$ cat src/hw/rtl/assert_macros.svh
// Assertion helper macros shared by the RTL files.
`ifndef ASSERT_MACROS_SVH
`define ASSERT_MACROS_SVH
`ifndef SYNTHESIS
`define ASSERT_CLK(label, clk, rst_n, prop, msg) \
    label: assert property (@(posedge clk) disable iff (!rst_n) (prop)) else $error(msg);
`define ASSERT_NEVER(label, clk, rst_n, cond, msg) \
    label: assert property (@(posedge clk) disable iff (!rst_n) !(cond)) else $error(msg);
`else
`define ASSERT_CLK(label, clk, rst_n, prop, msg)
`define ASSERT_NEVER(label, clk, rst_n, cond, msg)
`endif
`endif

$ cat src/hw/rtl/md5_pkg.sv
`timescale 1ns / 1ps
`default_nettype none
// ----------------------------------------------------------------------------
// md5_pkg: shared types and constants
// Initial chaining values, round constants, rotation amounts and the
// queue entry passed from intake to the compression engine.
// ----------------------------------------------------------------------------
package md5_pkg;

    localparam logic [31:0] INIT_A   = 32'h67452301;
    localparam logic [31:0] INIT_B   = 32'hEFCDAB89;
    localparam logic [31:0] INIT_C   = 32'h98BADCFE;
    localparam logic [31:0] INIT_D   = 32'h10325476;
    localparam logic [31:0] PAD_WORD = 32'd128;
    localparam int          QDEPTH   = 4;
    localparam int          QAW      = $clog2(QDEPTH);

    typedef struct packed {
        logic [31:0] word;
        logic        fin;   // last padded word of the message
    } t_qent;

    function automatic logic [31:0] f_kconst(input logic [5:0] i);
        logic [31:0] k;
        begin
            case (i)
                6'd0: k = 32'hD76AA478;  6'd1: k = 32'hE8C7B756;
                6'd2: k = 32'h242070DB;  6'd3: k = 32'hC1BDCEEE;
                6'd4: k = 32'hF57C0FAF;  6'd5: k = 32'h4787C62A;
                6'd6: k = 32'hA8304613;  6'd7: k = 32'hFD469501;
                6'd8: k = 32'h698098D8;  6'd9: k = 32'h8B44F7AF;
                6'd10: k = 32'hFFFF5BB1; 6'd11: k = 32'h895CD7BE;
                6'd12: k = 32'h6B901122; 6'd13: k = 32'hFD987193;
                6'd14: k = 32'hA679438E; 6'd15: k = 32'h49B40821;
                6'd16: k = 32'hF61E2562; 6'd17: k = 32'hC040B340;
                6'd18: k = 32'h265E5A51; 6'd19: k = 32'hE9B6C7AA;
                6'd20: k = 32'hD62F105D; 6'd21: k = 32'h02441453;
                6'd22: k = 32'hD8A1E681; 6'd23: k = 32'hE7D3FBC8;
                6'd24: k = 32'h21E1CDE6; 6'd25: k = 32'hC33707D6;
                6'd26: k = 32'hF4D50D87; 6'd27: k = 32'h455A14ED;
                6'd28: k = 32'hA9E3E905; 6'd29: k = 32'hFCEFA3F8;
                6'd30: k = 32'h676F02D9; 6'd31: k = 32'h8D2A4C8A;
                6'd32: k = 32'hFFFA3942; 6'd33: k = 32'h8771F681;
                6'd34: k = 32'h6D9D6122; 6'd35: k = 32'hFDE5380C;
                6'd36: k = 32'hA4BEEA44; 6'd37: k = 32'h4BDECFA9;
                6'd38: k = 32'hF6BB4B60; 6'd39: k = 32'hBEBFBC70;
                6'd40: k = 32'h289B7EC6; 6'd41: k = 32'hEAA127FA;
                6'd42: k = 32'hD4EF3085; 6'd43: k = 32'h04881D05;
                6'd44: k = 32'hD9D4D039; 6'd45: k = 32'hE6DB99E5;
                6'd46: k = 32'h1FA27CF8; 6'd47: k = 32'hC4AC5665;
                6'd48: k = 32'hF4292244; 6'd49: k = 32'h432AFF97;
                6'd50: k = 32'hAB9423A7; 6'd51: k = 32'hFC93A039;
                6'd52: k = 32'h655B59C3; 6'd53: k = 32'h8F0CCC92;
                6'd54: k = 32'hFFEFF47D; 6'd55: k = 32'h85845DD1;
                6'd56: k = 32'h6FA87E4F; 6'd57: k = 32'hFE2CE6E0;
                6'd58: k = 32'hA3014314; 6'd59: k = 32'h4E0811A1;
                6'd60: k = 32'hF7537E82; 6'd61: k = 32'hBD3AF235;
                6'd62: k = 32'h2AD7D2BB; 6'd63: k = 32'hEB86D391;
                default: k = 32'h0;
            endcase
            return k;
        end
    endfunction

    function automatic logic [4:0] f_rot(input logic [5:0] i);
        logic [4:0] s;
        begin
            case ({i[5:4], i[1:0]})
                4'h0: s = 5'd7;  4'h1: s = 5'd12; 4'h2: s = 5'd17; 4'h3: s = 5'd22;
                4'h4: s = 5'd5;  4'h5: s = 5'd9;  4'h6: s = 5'd14; 4'h7: s = 5'd20;
                4'h8: s = 5'd4;  4'h9: s = 5'd11; 4'hA: s = 5'd16; 4'hB: s = 5'd23;
                4'hC: s = 5'd6;  4'hD: s = 5'd10; 4'hE: s = 5'd15; 4'hF: s = 5'd21;
                default: s = 5'd0;
            endcase
            return s;
        end
    endfunction

endpackage
`default_nettype wire

$ cat src/hw/rtl/md5_stream_if.sv
`timescale 1ns / 1ps
`default_nettype none
// ----------------------------------------------------------------------------
// md5_in_if / md5_out_if: valid/ready channels
// Message word channel and digest word channel.
// ----------------------------------------------------------------------------
interface md5_in_if;
    logic        valid;
    logic        ready;
    logic [31:0] msg_word;
    logic [2:0]  byte_count;
    logic        last_word;
    modport source (output valid, msg_word, byte_count, last_word, input ready);
    modport sink   (input valid, msg_word, byte_count, last_word, output ready);
endinterface

interface md5_out_if;
    logic        valid;
    logic        ready;
    logic [31:0] digest_word;
    logic [1:0]  word_index;
    logic        digest_last;
    modport source (output valid, digest_word, word_index, digest_last, input ready);
    modport sink   (input valid, digest_word, word_index, digest_last, output ready);
endinterface
`default_nettype wire

$ cat src/hw/rtl/md5_front.sv
`timescale 1ns / 1ps
`default_nettype none
// ----------------------------------------------------------------------------
// md5_front: intake and padding
// Accepts message words, applies byte masking and the pad byte, and issues
// zero fill and length words into the word queue, one word a cycle while the queue is not full.
// ----------------------------------------------------------------------------
`include "assert_macros.svh"
module md5_front (
    input  wire logic          i_clk,
    input  wire logic          i_rst_n,
    md5_in_if.sink             s_in,
    output md5_pkg::t_qent     o_q_data,
    output logic               o_q_push,
    input  wire logic          i_q_full
);
    import md5_pkg::*;

    localparam logic [1:0] ST_TAKE = 2'd0;
    localparam logic [1:0] ST_PAD  = 2'd1;   // pad byte word after a full last word
    localparam logic [1:0] ST_FILL = 2'd2;   // zero fill up to the length
    localparam logic [1:0] ST_LEN  = 2'd3;   // length low then high word

    logic [1:0]  r_state, n_state;
    logic [3:0]  r_pos, n_pos;
    logic [31:0] r_len, n_len;
    logic        r_hi, n_hi;
    logic [2:0]  w_cnt;
    logic [31:0] w_mask;
    logic        w_acc;

    assign s_in.ready = (r_state == ST_TAKE) && !i_q_full;
    assign w_acc      = s_in.valid && s_in.ready;
    assign w_cnt      = (s_in.byte_count > 3'd4) ? 3'd4 : s_in.byte_count;

    always_comb begin
        case (w_cnt)
            3'd0:    w_mask = 32'h0000_0000;
            3'd1:    w_mask = 32'h0000_00FF;
            3'd2:    w_mask = 32'h0000_FFFF;
            3'd3:    w_mask = 32'h00FF_FFFF;
            default: w_mask = 32'hFFFF_FFFF;
        endcase
    end

    always_comb begin
        n_state  = r_state;
        n_pos    = r_pos;
        n_len    = r_len;
        n_hi     = r_hi;
        o_q_push = 1'b0;
        o_q_data = '{word: 32'h0, fin: 1'b0};
        case (r_state)
            ST_TAKE: begin
                if (w_acc) begin
                    o_q_push = 1'b1;
                    n_pos    = r_pos + 4'd1;
                    if (!s_in.last_word) begin
                        o_q_data.word = s_in.msg_word;
                        n_len         = r_len + 32'd32;
                    end else begin
                        n_len = r_len + {26'h0, w_cnt, 3'b000};
                        if (w_cnt == 3'd4) begin
                            o_q_data.word = s_in.msg_word;
                            n_state       = ST_PAD;
                        end else begin
                            o_q_data.word = (s_in.msg_word & w_mask) |
                                            (PAD_WORD << {w_cnt[1:0], 3'b000});
                            n_state = (r_pos + 4'd1 == 4'd14) ? ST_LEN : ST_FILL;
                        end
                    end
                end
            end
            ST_PAD: begin
                if (!i_q_full) begin
                    o_q_push      = 1'b1;
                    o_q_data.word = PAD_WORD;
                    n_pos         = r_pos + 4'd1;
                    n_state       = (r_pos + 4'd1 == 4'd14) ? ST_LEN : ST_FILL;
                end
            end
            ST_FILL: begin
                if (!i_q_full) begin
                    o_q_push = 1'b1;
                    n_pos    = r_pos + 4'd1;
                    if (r_pos + 4'd1 == 4'd14) begin
                        n_state = ST_LEN;
                    end
                end
            end
            ST_LEN: begin
                if (!i_q_full) begin
                    o_q_push = 1'b1;
                    n_pos    = r_pos + 4'd1;
                    if (!r_hi) begin
                        o_q_data.word = r_len;
                        n_hi          = 1'b1;
                    end else begin
                        o_q_data.fin = 1'b1;
                        n_hi         = 1'b0;
                        n_len        = 32'h0;
                        n_state      = ST_TAKE;
                    end
                end
            end
            default: n_state = ST_TAKE;
        endcase
    end

    always_ff @(posedge i_clk) begin
        if (!i_rst_n) begin
            r_state <= ST_TAKE;
            r_pos   <= 4'd0;
            r_len   <= 32'h0;
            r_hi    <= 1'b0;
        end else begin
            r_state <= n_state;
            r_pos   <= n_pos;
            r_len   <= n_len;
            r_hi    <= n_hi;
        end
    end

    `ASSERT_NEVER(a_push_full, i_clk, i_rst_n, o_q_push && i_q_full, "push into full queue")
    `ASSERT_CLK(a_len_pos, i_clk, i_rst_n, (r_state == ST_LEN && !r_hi) |-> (r_pos == 4'd14), "length word misplaced")
    `ASSERT_CLK(a_fin_pos, i_clk, i_rst_n, (o_q_push && o_q_data.fin) |-> (r_pos == 4'd15), "final word misplaced")

endmodule
`default_nettype wire

$ cat src/hw/rtl/md5_fifo.sv
`timescale 1ns / 1ps
`default_nettype none
// ----------------------------------------------------------------------------
// md5_fifo: word queue
// Short register queue between intake and compression.
// ----------------------------------------------------------------------------
`include "assert_macros.svh"
module md5_fifo (
    input  wire logic          i_clk,
    input  wire logic          i_rst_n,
    input  wire md5_pkg::t_qent i_data,
    input  wire logic          i_push,
    output logic               o_full,
    output md5_pkg::t_qent     o_data,
    output logic               o_empty,
    input  wire logic          i_pop
);
    import md5_pkg::*;

    t_qent        r_mem [QDEPTH];
    logic [QAW:0] r_wp, r_rp;

    assign o_full  = (r_wp[QAW] != r_rp[QAW]) && (r_wp[QAW-1:0] == r_rp[QAW-1:0]);
    assign o_empty = (r_wp == r_rp);
    assign o_data  = r_mem[r_rp[QAW-1:0]];

    always_ff @(posedge i_clk) begin
        if (i_push) begin
            r_mem[r_wp[QAW-1:0]] <= i_data;
        end
    end

    always_ff @(posedge i_clk) begin
        if (!i_rst_n) begin
            r_wp <= '0;
            r_rp <= '0;
        end else begin
            if (i_push) r_wp <= r_wp + 1'b1;
            if (i_pop)  r_rp <= r_rp + 1'b1;
        end
    end

    `ASSERT_NEVER(a_pop_empty, i_clk, i_rst_n, i_pop && o_empty, "pop from empty queue")
    `ASSERT_NEVER(a_push_full, i_clk, i_rst_n, i_push && o_full, "push into full queue")
    `ASSERT_CLK(a_fill, i_clk, i_rst_n, (r_wp - r_rp) <= (QAW+1)'(QDEPTH), "occupancy overflow")

endmodule
`default_nettype wire

$ cat src/hw/rtl/md5_core.sv
`timescale 1ns / 1ps
`default_nettype none
// ----------------------------------------------------------------------------
// md5_core: block buffer and compression
// Loads 16 words, runs 64 rounds one per cycle, updates the chaining values
// and, after a final block, sends four digest words and reinitialises.
// ----------------------------------------------------------------------------
`include "assert_macros.svh"
module md5_core (
    input  wire logic          i_clk,
    input  wire logic          i_rst_n,
    input  wire md5_pkg::t_qent i_q_data,
    input  wire logic          i_q_empty,
    output logic               o_q_pop,
    md5_out_if.source          m_out
);
    import md5_pkg::*;

    localparam logic [1:0] ST_LOAD = 2'd0;
    localparam logic [1:0] ST_RUN  = 2'd1;
    localparam logic [1:0] ST_ADD  = 2'd2;
    localparam logic [1:0] ST_OUT  = 2'd3;

    logic [31:0] r_buf [16];
    logic [1:0]  r_state;
    logic [3:0]  r_wpos;
    logic [5:0]  r_rnd;
    logic        r_fin;
    logic [1:0]  r_oidx;
    logic [31:0] r_h [4];
    logic [31:0] r_a, r_b, r_c, r_d;
    logic [31:0] w_f, w_sum, w_rot, w_m;
    logic [3:0]  w_g;
    logic [4:0]  w_s;
    logic [63:0] w_dbl;

    assign o_q_pop = (r_state == ST_LOAD) && !i_q_empty;

    always_comb begin
        case (r_rnd[5:4])
            2'd0: begin
                w_f = (r_b & r_c) | (~r_b & r_d);
                w_g = r_rnd[3:0];
            end
            2'd1: begin
                w_f = (r_b & r_d) | (r_c & ~r_d);
                w_g = 4'(r_rnd[3:0] * 4'd5 + 4'd1);
            end
            2'd2: begin
                w_f = r_b ^ r_c ^ r_d;
                w_g = 4'(r_rnd[3:0] * 4'd3 + 4'd5);
            end
            default: begin
                w_f = r_c ^ (r_b | ~r_d);
                w_g = 4'(r_rnd[3:0] * 4'd7);
            end
        endcase
    end

    assign w_m   = r_buf[w_g];
    assign w_s   = f_rot(r_rnd);
    assign w_sum = r_a + w_f + f_kconst(r_rnd) + w_m;
    assign w_dbl = {w_sum, w_sum} << w_s;
    assign w_rot = w_dbl[63:32];

    assign m_out.valid       = (r_state == ST_OUT);
    assign m_out.digest_word = r_h[r_oidx];
    assign m_out.word_index  = r_oidx;
    assign m_out.digest_last = (r_oidx == 2'd3);

    always_ff @(posedge i_clk) begin
        if (o_q_pop) begin
            r_buf[r_wpos] <= i_q_data.word;
        end
    end

    always_ff @(posedge i_clk) begin
        if (!i_rst_n) begin
            r_state <= ST_LOAD;
            r_wpos  <= 4'd0;
            r_rnd   <= 6'd0;
            r_fin   <= 1'b0;
            r_oidx  <= 2'd0;
            r_h[0]  <= INIT_A;
            r_h[1]  <= INIT_B;
            r_h[2]  <= INIT_C;
            r_h[3]  <= INIT_D;
        end else begin
            case (r_state)
                ST_LOAD: begin
                    if (o_q_pop) begin
                        r_wpos <= r_wpos + 4'd1;
                        if (r_wpos == 4'd15) begin
                            r_fin   <= i_q_data.fin;
                            r_state <= ST_RUN;
                            r_rnd   <= 6'd0;
                            r_a     <= r_h[0];
                            r_b     <= r_h[1];
                            r_c     <= r_h[2];
                            r_d     <= r_h[3];
                        end
                    end
                end
                ST_RUN: begin
                    r_a   <= r_d;
                    r_d   <= r_c;
                    r_c   <= r_b;
                    r_b   <= r_b + w_rot;
                    r_rnd <= r_rnd + 6'd1;
                    if (r_rnd == 6'd63) r_state <= ST_ADD;
                end
                ST_ADD: begin
                    r_h[0]  <= r_h[0] + r_a;
                    r_h[1]  <= r_h[1] + r_b;
                    r_h[2]  <= r_h[2] + r_c;
                    r_h[3]  <= r_h[3] + r_d;
                    r_oidx  <= 2'd0;
                    r_state <= r_fin ? ST_OUT : ST_LOAD;
                end
                ST_OUT: begin
                    if (m_out.ready) begin
                        r_oidx <= r_oidx + 2'd1;
                        if (r_oidx == 2'd3) begin
                            r_state <= ST_LOAD;
                            r_h[0]  <= INIT_A;
                            r_h[1]  <= INIT_B;
                            r_h[2]  <= INIT_C;
                            r_h[3]  <= INIT_D;
                        end
                    end
                end
                default: r_state <= ST_LOAD;
            endcase
        end
    end

    `ASSERT_CLK(a_run_len, i_clk, i_rst_n, (r_state == ST_RUN && r_rnd == 6'd63) |=> (r_state == ST_ADD), "round count slip")
    `ASSERT_NEVER(a_pop_run, i_clk, i_rst_n, o_q_pop && r_state != ST_LOAD, "load outside intake")
    `ASSERT_CLK(a_out_hold, i_clk, i_rst_n, (m_out.valid && !m_out.ready) |=> (m_out.valid && $stable(r_oidx)), "digest request dropped")

endmodule
`default_nettype wire

$ cat src/hw/rtl/md5_digest_unit.sv
`timescale 1ns / 1ps
`default_nettype none
// ----------------------------------------------------------------------------
// md5_digest_unit: streaming MD5 digest
// Top level joining intake, word queue and compression engine.
// ----------------------------------------------------------------------------
// Use: message words enter on s_in (msg_word little-endian, byte_count valid
// bytes on the last word, last_word ends the message). After a last word the
// digest leaves on m_out as four requests, A to D, digest_last on D.
// The compression engine loads a block of 16 words from the queue, runs
// its 64 rounds at one round a cycle, then adds into the chaining values;
// the four-entry queue lets intake run ahead by four words while the
// engine runs rounds. A last word adds padding words at one a cycle while
// the queue has room; the digest follows the rounds and chaining add of
// the final block.
// Reset clears the chaining values to the MD5 initial values and empties the
// queue. If the receiver stalls the digest, the word holds, the engine waits
// and intake stops once the queue fills.
// ----------------------------------------------------------------------------
module md5_digest_unit (
    input  wire logic i_clk,
    input  wire logic i_rst_n,
    md5_in_if.sink    s_in,
    md5_out_if.source m_out
);
    import md5_pkg::*;

    t_qent w_fd, w_qd;
    logic  w_push, w_full, w_empty, w_pop;

    md5_front u_front (
        .i_clk, .i_rst_n, .s_in,
        .o_q_data(w_fd), .o_q_push(w_push), .i_q_full(w_full)
    );

    md5_fifo u_fifo (
        .i_clk, .i_rst_n,
        .i_data(w_fd), .i_push(w_push), .o_full(w_full),
        .o_data(w_qd), .o_empty(w_empty), .i_pop(w_pop)
    );

    md5_core u_core (
        .i_clk, .i_rst_n,
        .i_q_data(w_qd), .i_q_empty(w_empty), .o_q_pop(w_pop), .m_out
    );

endmodule
`default_nettype wire
$ cat src/flat_wrapper.sv
// flat-port wrapper written by rule: the top's interface ports become plain ports
module md5_digest_unit_flat import md5_pkg::*;
  (i_clk, i_rst_n, s_in_valid, s_in_msg_word, s_in_byte_count, s_in_last_word, s_in_ready, m_out_valid, m_out_digest_word, m_out_word_index, m_out_digest_last, m_out_ready);
  md5_in_if s_in_i ();
  md5_out_if m_out_i ();
  input  wire logic i_clk;
  input  wire logic i_rst_n;
  input wire logic [$bits(s_in_i.valid)-1:0] s_in_valid;
  input wire logic [$bits(s_in_i.msg_word)-1:0] s_in_msg_word;
  input wire logic [$bits(s_in_i.byte_count)-1:0] s_in_byte_count;
  input wire logic [$bits(s_in_i.last_word)-1:0] s_in_last_word;
  output wire logic [$bits(s_in_i.ready)-1:0] s_in_ready;
  output wire logic [$bits(m_out_i.valid)-1:0] m_out_valid;
  output wire logic [$bits(m_out_i.digest_word)-1:0] m_out_digest_word;
  output wire logic [$bits(m_out_i.word_index)-1:0] m_out_word_index;
  output wire logic [$bits(m_out_i.digest_last)-1:0] m_out_digest_last;
  input wire logic [$bits(m_out_i.ready)-1:0] m_out_ready;
  assign s_in_i.valid = s_in_valid;
  assign s_in_i.msg_word = s_in_msg_word;
  assign s_in_i.byte_count = s_in_byte_count;
  assign s_in_i.last_word = s_in_last_word;
  assign s_in_ready = s_in_i.ready;
  assign m_out_valid = m_out_i.valid;
  assign m_out_digest_word = m_out_i.digest_word;
  assign m_out_word_index = m_out_i.word_index;
  assign m_out_digest_last = m_out_i.digest_last;
  assign m_out_i.ready = m_out_ready;
  md5_digest_unit u_core (.i_clk(i_clk), .i_rst_n(i_rst_n), .s_in(s_in_i), .m_out(m_out_i));
endmodule
$ cat config.mk
export PLATFORM = sky130hd
export DESIGN_NAME = md5_digest_unit_flat
export DESIGN_NICKNAME = d
export VERILOG_FILES = /design/src/hw/rtl/md5_pkg.sv /design/src/hw/rtl/md5_stream_if.sv /design/src/hw/rtl/md5_front.sv /design/src/hw/rtl/md5_fifo.sv /design/src/hw/rtl/md5_core.sv /design/src/hw/rtl/md5_digest_unit.sv /design/src/flat_wrapper.sv
export VERILOG_INCLUDE_DIRS = /design/src /design/src/hw/rtl
export SDC_FILE = /design/constraint.sdc
export NUM_CORES = 2
export LEC_CHECK = 0
export BUFFER_PORTS_ARGS = -buffer_cell sky130_fd_sc_hd__buf_4
export CAP_MARGIN = 10
export CORE_UTILIZATION = 55
export DETAILED_ROUTE_END_ITERATION = 10
export PLACE_DENSITY = 0.69
export SETUP_SLACK_MARGIN = 0.15
export SLEW_MARGIN = 20
export SYNTH_ARGS = -nofsm -noshare
export SYNTH_HDL_FRONTEND = slang
export SYNTH_SLANG_ARGS = --single-unit
$ cat constraint.sdc
create_clock -name i_clk -period 23 [get_ports i_clk]
set_input_delay 4.6 -clock i_clk [delete_from_list [all_inputs] [get_ports i_clk]]
set_output_delay 4.6 -clock i_clk [all_outputs]
set_load 0.02 [all_outputs]
==> results.md <==
- CTS Buf Count: 103
- Fin cells: 6,694
- PwrDens: between 100 and 150 mW/mm²
- Combinational fraction of design power: 45.8%
- GRT Total Usage: 32.4%
- Flop pwr share: 32.0%
- Highest Clock Rate: 77.9 MHz
- Clock slew at reported path FFs: roughly 60 ps
- Buffers added on ports: 76
- ANT nets after route: 0
- Die width: 325 µm
- DRC viols: 0
- Internal power: 4670 µW
- Core area: between 0.1 and 0.15 mm²
- Nets: 5,566
- Final period util: around 56%
- Outcome: complete, no violations
- Setup TNS: 0 ps
- Post-synth net total: 5,567
- Slew Viols, Final: 0
- Gr ovfl total: 0
- FF/Latch Area: 0.0284 mm²
- Cells after DPL: roughly 6,500
- Post-route worst hold slack: 465 ps
- Most frequent cells in the layout: 836 x edfxtp_1, 723 x nand2_1, 449 x a21oi_1
- Fin. Hold Viols: 0
- Ports: 77
- Final Skew: 81.1 ps
- Initial antenna violation count: 3
- Vias in the first global route: 40,084
- Yosys warning count: 0
- Fillers: 8,274
- RSZ-0062 raised after global routing: false
- CTS resizes: 0
- H-tree lvl count: 3
- Reg-to-reg startpoint: u_core.u_core.r_rnd[4]
- Relative max-transition margin: 19.9%
- Via Count: 42,813
- FF-to-FF End: u_core.u_core.r_b[31]
- Vias per cell: 6.40
- Switching share of power: 39.1%
- Clock share of power: 22.2%
- Worst min path class: reg2reg
- Origin of the worst setup path: u_core.u_core.r_rnd[4]
- Slowest cell on crit path: buf_4
- Register area share after synthesis: about half
- Crit-path max FO: 49
- CTS Buffer Depth: 3
- Mapped Area: 0.0574 mm²
- Critical Path End: u_core.u_core.r_b[31]
- First-pass GRT wire length: 258 mm
- Commonest non-fill, non-tap cell in the layout: edfxtp_1
- Pre-Repair DR Iteration Count: 8
- Area delta synth->final: 9.91%
- Post-CTS Hold Fix Bufs: 0
- Top cell by count, worst path: a211o_1
- Crit end category: flop
- Clock Sinks: 1,001
- Final Wtd Congestion: around 0.98
- Die span in y: 325 µm
- FF-to-FF path depth: 39
- CP Data Required Time: 23,470 ps
- R2R setup slack: 10,170 ps
- 1st-iter DRT viols: 5,248
- WS Path Type: reg2reg
- Clk_lat worst skew: 720 ps
- Net switching power: 2990 µW
- VDD IR max: 121 µV
- Initial Utilization: 55.4%
- Asr flop ratio synth: 0%
- CP max stage delay: 770 ps
- WP data arrival: 13,300 ps
- Row count: 118
- Syn avg cell area: 11.0 µm²
- Final worst setup slack: 10,170 ps
- Die ar.: 0.106 mm²
- Crit path time final: 12,830 ps
- Leak pwr: between 0.02 and 0.025 µW
- Proportion of layout cells with a drive suffix above 1: 11.8%
- Post-DP HPWL: 117 mm
- Pre-CTS setup slack: 10,200 ps
- CP startpoint kind: flop
- Max_cap viols: 0
- Root Driver: clkbuf_16
- Multi-input gate area: about 0.027 mm²
- Yosys reg bits: 1,001
- Setup Buffers After CTS: 0
- Post-Synthesis Cells: about 5,200
- Worst-margin pin slew: 1190 ps
- Main synth FF type: edfxtp_1
- Routed wire length: 172 mm
- Wirelength per Cell: ~26 µm
- CTS tree: yes
- EDFF count, synth: 836
- Setup violations, final: 0
- Synth cell types: between 80 and 90
- Largest net degree at the start of global routing: 154
-- Yosys cell counts (20+ instances only) --
cell / count / area, µm²
edfxtp_1: 836 / 25100
nand2_1: 726 / 2730
a21oi_1: 449 / 2250
nor2_1: 381 / 1430
o21ai_0: 254 / 1270
inv_1: 240 / 901
ha_1: 233 / 2920
clkbuf_1: 231 / 867
mux4_2: 200 / 4500
dfxtp_1: 165 / 3300
mux2i_1: 124 / 1240
xnor2_1: 118 / 1030
nor3_1: 117 / 586
xor2_1: 106 / 928
a21o_1: 91 / 683
nand3_1: 74 / 370
fa_1: 70 / 1400
a211oi_1: 69 / 518
a31oi_1: 68 / 425
nor2b_1: 61 / 382
o211ai_1: 47 / 353
nand2b_1: 41 / 257
buf_1: 40 / 150
o21a_1: 39 / 293
nor3b_1: 35 / 263
a22oi_1: 31 / 233
mux2_2: 29 / 327
and3_1: 24 / 150
o22ai_1: 24 / 150
o21bai_1: 23 / 173
and2_1: 20 / 125
-- worst min path at each step --
stage	start	end	cells after the start
after global routing	u_core.u_front.r_len[1]	u_core.u_front.r_len[1]	1
final	u_core.u_front.r_len[2]	u_core.u_front.r_len[2]	1
after detailed placement	u_core.u_front.r_len[2]	u_core.u_front.r_len[2]	1
after global placement	u_core.u_front.r_len[2]	u_core.u_front.r_len[2]	1
after CTS	u_core.u_front.r_len[2]	u_core.u_front.r_len[2]	1
after floorplan	u_core.u_front.r_len[0]	u_core.u_front.r_len[0]	1
-- final cells by class --
| class | instances | area share [%] |
|---|---|---|
| Multi-Input combinational cell | 3696 | 43.1 |
| Antenna cell | 1 | 0.00397 |
| Inverter | 249 | 1.48 |
| Timing Repair Buffer | 172 | 2.11 |
| Tap cell | 1380 | 2.74 |
| Clock buffer | 124 | 4.27 |
| Clock inverter | 71 | 1.19 |
| Sequential cell | 1001 | 45.1 |
-- per-stage QoR --
step	util (%)	total power [µW]	cell area, µm²
after floorplan	-	4930	57400
after global placement	57.6	5880	59600
after detailed placement	57.6	5910	59600
after CTS	60.9	7620	63100
after global routing	60.9	8060	63100
final	60.9	7660	63100
-- flip-flops by register name, summed over array words and instances (netlist names), named ones only --
register	cells
u_core.u_core.r_state	2
u_core.u_core.r_rnd	6
u_core.u_core.w_s	5
u_core.u_fifo.r_mem	132
u_core.u_front.r_hi	1
u_core.u_core.r_wpos	4
u_core.u_core.m_out.word_index	2
u_core.u_core.r_a	32
u_core.u_front.r_len	32
u_core.u_core.r_b	32
u_core.u_core.r_fin	1
u_core.u_core.r_h	128
u_core.u_core.r_buf	512
u_core.u_core.r_d	32
u_core.u_core.r_c	32
u_core.u_front.r_state	2
u_core.u_fifo.r_wp	3
u_core.u_fifo.r_rp	3
u_core.u_front.r_pos	4
-- cell families after synthesis --
group,share of synthesized area (%)
AOI/OAI and AO/OA,13.4
xor gates and xnor gates,3.50
adders and majority gates,7.57
buffers and inverters,3.48
DFF,49.5
muxes,10.6
and+or+nand+nor,11.9
-- worst max-delay path, delay by kind of cell, from the launching register on --
kind / cells / cell delay (ps)
and+or+nand+nor: 2 / 230
xor gates and xnor gates: 4 / 770
buffers and inverters: 5 / 2430
AOI/OAI and AO/OA: 17 / 4860
muxes: 6 / 1880
DFF: 1 / 690
adders and majority gates: 5 / 1600
-- per-layer routing --
metal / vias to the layer above / track usage [%] / routed length [µm]
li1: 19312 / - / -
met1: 21185 / 46.8 / 73300
met2: 1991 / 48.7 / 76500
met3: 323 / 6.55 / 16000
met4: 2 / 11.2 / 6440
met5: - / 0 / 16
-- power by group through the flow --
stage | Sequential (µW) | Combinational, µW | Clock (µW)
final | 2450 | 3510 | 1700
after global routing | 2460 | 3810 | 1780
after CTS | 2450 | 3450 | 1720
after detailed placement | 2490 | 3420 | 0
after global placement | 2480 | 3400 | 0
after floorplan | 2470 | 2460 | 0
No activity file was read; power rests on OpenSTA's default activity.
